## config.mk

```make
export PLATFORM = sky130hd
export DESIGN_NAME = ash_sat_inc
export DESIGN_NICKNAME = d
export VERILOG_FILES = /design/src/rtl/ash_pkg.sv /design/src/rtl/ash_sat_inc.sv
export SDC_FILE = /design/constraint.sdc
export NUM_CORES = 1
export LEC_CHECK = 0
export BUFFER_PORTS_ARGS = -buffer_cell sky130_fd_sc_hd__buf_4
export CORE_ASPECT_RATIO = 0.75
export CORE_UTILIZATION = 39
export DETAILED_ROUTE_END_ITERATION = 16
export GPL_TIMING_DRIVEN = 0
export PLACE_DENSITY = 0.81
export SLEW_MARGIN = 5
export SYNTH_ARGS = -nofsm -noshare
export SYNTH_HDL_FRONTEND = slang
export SYNTH_SLANG_ARGS = --single-unit
export TNS_END_PERCENT = 5
```

## constraint.sdc

```tcl
create_clock -name vclk -period 1.17
set_input_delay 0.0585 -clock vclk [all_inputs]
set_output_delay 0.0585 -clock vclk [all_outputs]
set_load 0.02 [all_outputs]
```

## src/rtl/ash_pkg.sv

```systemverilog
// ash_pkg: shared types and constants for the adc sample histogram
// used by ash_sat_inc and adc_sample_histogram_unit; no dependencies
`default_nettype none

package ash_pkg;

  // default geometry of the histogram store
  localparam int unsigned NUM_BINS_DEF    = 2048;
  localparam int unsigned COUNT_WIDTH_DEF = 16;

  // widths fixed by the item and result formats
  localparam int unsigned SAMPLE_W = 12;
  localparam int unsigned INDEX_W  = 11;
  localparam int unsigned OUT_W    = 16;
  localparam int unsigned LIMIT_W  = 16;

  // command codes
  localparam logic CMD_ADD  = 1'b0;
  localparam logic CMD_READ = 1'b1;

  // reset value of the count limit register
  localparam logic [LIMIT_W-1:0] LIMIT_RST = 16'hFFFF;

  // one command item
  typedef struct packed {
    logic                command;
    logic [SAMPLE_W-1:0] sample;
    logic [INDEX_W-1:0]  bin_index;
  } item_t;

  // one result item
  typedef struct packed {
    logic [OUT_W-1:0] bin_count;
    logic             overflow;
  } result_t;

  // decision of the saturating increment unit
  typedef struct packed {
    logic hit;  // add found its bin at the limit
    logic wr;   // add may write the incremented count back
  } upd_ctl_t;

endpackage : ash_pkg

`default_nettype wire

```

## src/rtl/ash_sat_inc.sv

```systemverilog
// ash_sat_inc: shared compare and increment unit for one bin count
// depends on ash_pkg for the limit width and the decision struct
`default_nettype none

module ash_sat_inc #(
  parameter int unsigned COUNT_WIDTH = ash_pkg::COUNT_WIDTH_DEF
) (
  input  wire logic                          is_add_i,
  input  wire logic [COUNT_WIDTH-1:0]        cnt_i,
  input  wire logic [ash_pkg::LIMIT_W-1:0]   limit_i,
  output      logic [COUNT_WIDTH-1:0]        cnt_next_o,
  output      ash_pkg::upd_ctl_t             ctl_o
);
  import ash_pkg::*;

  logic at_limit;

  // a bin at or above the limit, or at its widest value, stays put
  always_comb begin
    at_limit       = (32'(cnt_i) >= 32'(limit_i)) || (&cnt_i);
    ctl_o.hit      = is_add_i && at_limit;
    ctl_o.wr       = is_add_i && !at_limit;
    cnt_next_o     = cnt_i + COUNT_WIDTH'(1);
  end

endmodule : ash_sat_inc

`default_nettype wire

```

==> results of run 1 <==
cells by family (layout without fill, tap and decap cells):
group / count (synthesis) / count (layout)
buffers and inverters: 16 / 70
adder cells (fa/ha/maj): 17 / 17
AO/OA/AOI/OAI: 13 / 13
XOR/XNOR: 14 / 14
AND/OR/NAND/NOR: 35 / 35
worst min-delay path by stage:
| stage | startpoint | endpoint | depth (start not counted) |
|---|---|---|---|
| after floorplan | cnt_i[0] | cnt_next_o[0] | 1 |
| final | cnt_i[8] | cnt_next_o[8] | 3 |
| after detailed placement | cnt_i[15] | cnt_next_o[15] | 3 |
| after global placement | cnt_i[13] | cnt_next_o[13] | 3 |
| after CTS | cnt_i[15] | cnt_next_o[15] | 3 |
| after global routing | cnt_i[13] | cnt_next_o[13] | 3 |
metrics by stage:
step,utilization (%),std cells
global placement,70.6,167
CTS,76.1,169
finish,80.0,170
detailed placement,70.6,167
floorplan,-,95
global route,80.0,170
cells in the final DEF (no fill, tap or decap):
cell        instances
and4_4              3
buf_8               1
a21oi_2             1
nor2_1              4
ha_2                1
ha_1               12
o21ai_2             1
nand2b_1            1
buf_4              52
a21boi_1            1
ha_4                4
nand2b_4            1
nor4_2              1
a21oi_1             3
nor2_2              1
clkinvlp_4          1
and3_4              1
inv_1              15
a2111oi_4           1
o21ai_0             3
nand3_1             6
nor3_2              2
a211oi_2            1
xnor2_1             9
a32oi_2             1
xor2_1              5
and4_2              1
nand4_1             5
buf_6               1
a2111o_1            1
and4bb_1            1
nand2_1             8
layer usage:
layer | vias up | part of all wire, % | track usage, %
met5 | - | 0 | 0
met4 | 0 | 0.61 | 4.86
met3 | 2 | 4.2 | 1.59
met2 | 35 | 52 | 46.7
met1 | 401 | 43 | 28.0
li1 | 449 | - | -
synth_stat cells (all sizes together):
cell / number
ha: 17
inv: 16
xnor2: 9
nand2: 8
nand3: 6
nand4: 5
nor2: 5
xor2: 5
a21oi: 4
and4: 4
o21ai: 4
nand2b: 2
nor3: 2
a2111o: 1
a2111oi: 1
a211oi: 1
a21boi: 1
a32oi: 1
and3: 1
and4bb: 1
nor4: 1
timing repair:
action                                  CTS  global route
hold buffers                              0             0
setup buffers                             2             1
cloned                                    0             0
resized for setup                        13             7
endpoints found under the setup margin    6             8
pin swaps                                 4             8
area by class of cell:
class	instances	area (sq um)	area share [%]
Inverter	16	63.8	5.11
Timing Repair Buffer	54	417	33.3
Tap cell	21	26.3	2.10
Multi-Input combinational cell	79	743	59.5
critical path, stage by stage:
cell	delay, ns
buf_8	0.09
clkinvlp_4	0.10
ha_4	0.21
nand2b_4	0.13
a2111o_1	0.37
a32oi_2	0.22
and3_4	0.21
buf_6	0.11
power breakdown:
group | internal (uW) | switching [uW]
registers | 0 | 0
logic | 245 | 236
clock network | 0 | 0
total | 245 | 236
==> run metrics, run 1 <==
chip width 50.4 um; # rows 12; Synth Instances 95; Worst Hold Class in -> out; Register Area 0 sq um; CP endpoint ctl_o[0]; Post-Synth XOR/XNOR Area 17.9%; worst slew pin tran 0.281 ns; DR iter-0 viols 19; Worst Path Max Fanout 4; mux cell area share after synthesis 0%; RSZ-0062 raised after global routing yes; pin count of the biggest net entering global routing 7; gr ovfl total 0; routed vias/inst 5.22; Netlist cell types 23; I/O pin count 51; worst hold slack 0.436 ns; Via Count 887; final setup fails 4; Final period util 133%; Synth Area in Compound Gates 13.2%; Avg WL per Cell 13.4 um; Seq Cell Count 0; Pleak 0.000616 uW; Yosys top cell by area ha_1; Synth Cell Area 684 sq um; buffers added on ports 51; Setup crit end kind primary output; fillers 98; startpoint types input pin; failing checks setup timing; crit path launch cnt_i[0]; fmax 644 MHz; final instance area 0.00125 sq mm; vias in the first global route 819; WP data arrival 1.49 ns; Final Power 480 uW; synthesized-area fraction occupied by adder cells 31.1%; outcome complete, but fails checks; Starting Density 43.8%; initial antenna violation count 0; post-route ant nets 0; syn nets 145; Peak VDD IR 0.255 mV; fin. max-slew vios 0; DP HPWL 1860 um; GR Util All Layers 23.5%; Final Hold Fails 0; setup slack after layout -0.382 ns; fin nets 201; Area contributors post-synth ha_1 31%, xnor2_1 12%, inv_1 8.8%, xor2_1 6.4%, nand4_1 4.6%; Max Cap Viol 0; Fin Setup TNS -0.873 ns; CP Class in -> out; required time of the critical path 1.11 ns; GP Congestion 0.752; sequential element share of the synthesized area 0%; largest family of logic cells by synthesized area adder cells; Syn-to-layout area delta 82.6%; PwrDens 384 mW/mm^2; DRT Wirelength 2280 um; Avg Inst Size Synth 7.20 sq um; Setup WS pre-CTS -0.509 ns; first-pass GRT wire length 3510 um; share of cells above drive strength 1 50.3%; Post-DP Area 0.00110 sq mm; min cycle time layout 1.55 ns; core area 0.00156 sq mm; CLK BUF 0; Die Height 38.3 um; Slew headroom 81.3%; die area 0.00193 sq mm; simple-gate share of the synthesized area 29.1%; Synth top area share 31.1%; Yosys warnings 0; number of antenna repair diodes 0; detailed-route DRC error count 0; DRT Pass-1 Iters 4
Note: power is estimated with default switching activity, not from simulation.
==> inputs of run 2 (changes only) <==
CORE_ASPECT_RATIO = unset   (was 0.75)
CORE_UTILIZATION = 46   (was 39)
PLACE_DENSITY = 0.9   (was 0.81)
clock period = 2 ns   (was 1.17 ns; I/O delays follow)
==> run 2 against run 1 <==
Net effect: the flow now finishes without violations; worst hold slack gained 0.062 ns; combinational power shrank 51%; first-iteration DRC count shrank 63%; worst setup slack gained 0.64 ns; flip-flop and latch count is the same; largest cell class unchanged.
==> run metrics, run 2 (synthesized netlist as in run 1, its figures left out) <==
startpoint types input pin; dpl cells 161; DP HPWL 1690 um; chip width 40.6 um; gr ovfl total 0; routed vias/inst 5.25; first-pass GRT wire length 2770 um; DR iter-0 viols 7; Sequential Power Share 0%; worst slew pin tran 0.454 ns; sw power 117 uW; buffers added on ports 51; required time of the critical path 1.90 ns; Post-Route Utilization 80.4%; Register Area 0 sq um; share of cells above drive strength 1 37.7%; fmax 574 MHz; # hold bufs at CTS 0; GP Congestion 0.741; Seq Cell Count 0; Slew headroom 69.5%; Syn-to-layout area delta 58.7%; non-filler cells, final 161; fin nets 198; Fin Setup TNS 0 ns; Peak VDD IR 0.157 mV; sw frac 49.6%; die area 0.00165 sq mm; fin. max-slew vios 0; Gate power share 100.0%; outcome complete, no violations; Die Height 40.6 um; GR Util All Layers 23.8%; final setup fails 0; Final Hold Fails 0; detailed-route DRC error count 0; Setup crit end kind primary output; CLK BUF 0; Via Count 845; pin count of the biggest net entering global routing 7; Pleak 0.000590 uW; WP data arrival 1.64 ns; post-route ant nets 0; initial antenna violation count 0; CP Class in -> out; I/O pin count 51; post-CTS setup buffer count 0; Worst Path Max Fanout 4; Avg WL per Cell 11.8 um; Pint 119 uW; # rows 13; Max Cap Viol 0; core area 0.00135 sq mm; most frequent cells in the layout 51 x buf_4, 17 x ha_1, 16 x inv_1; most common cell after layout, fill and taps aside buf_4; PwrDens 217 mW/mm^2; DRT Pass-1 Iters 4; DRT Wirelength 1890 um; Clk pwr share 0%; Final period util 87.1%; Starting Density 50.7%; number of antenna repair diodes 0; Worst Hold Class in -> out; vias in the first global route 715; RSZ-0062 raised after global routing no; min cycle time layout 1.74 ns; Resize count post-CTS 0
run 2: changes by cell type in the layout (fill, tap and decap cells not counted), moves of 2 or more:
cell    delta
ha_1       +5
ha_4       -4
nor3_1     +2
nor3_2     -2
run 2: routing by layer:
layer  vias up  GRT usage, %  part of all wire (%)
met2        39          53.2                    53
met1       365          24.4                    40
met4         0         0.833                     0
met3         0             0                   7.0
li1        441             -                     -
met5         -             0                     0
run 2: power groups by stage:
stage          Sequential (uW)  Combinational, uW  Clock (uW)
5_1_grt                      0                261           0
4_1_cts                      0                237           0
2_1_floorplan                0                115           0
6_report                     0                236           0
3_3_place_gp                 0                227           0
3_5_place_dp                 0                235           0
run 2: final cells by class:
cell class	count	area [sq um]
fillers	107	264
inverters	16	60.1
multi-input cells	79	624
well taps	15	18.8
repair buffers	51	383
run 2: worst paths after layout:
path / startpoint / cells after the start / to / slack (ns)
hold / removal: cnt_i[0] / 3 / cnt_next_o[0] / 0.50
setup / recovery: cnt_i[0] / 8 / ctl_o[0] / 0.26
run 2: metrics by stage:
| step | worst slack, ns | area, sq um | total power [uW] | hold slack [ns] |
|---|---|---|---|---|
| floorplan | 0.413 | 684 | 115 | 0.286 |
| global placement | 0.280 | 1090 | 227 | 0.492 |
| detailed placement | 0.271 | 1090 | 235 | 0.498 |
| CTS | 0.266 | 1090 | 237 | 0.500 |
| global route | 0.154 | 1090 | 261 | 0.522 |
| finish | 0.258 | 1090 | 236 | 0.498 |
run 2: critical path, cell delays in order:
cell,delay (ns)
buf_4,0.10
inv_1,0.05
ha_1,0.27
nand2b_1,0.15
a2111o_1,0.41
a32oi_1,0.24
and3_1,0.19
buf_4,0.13
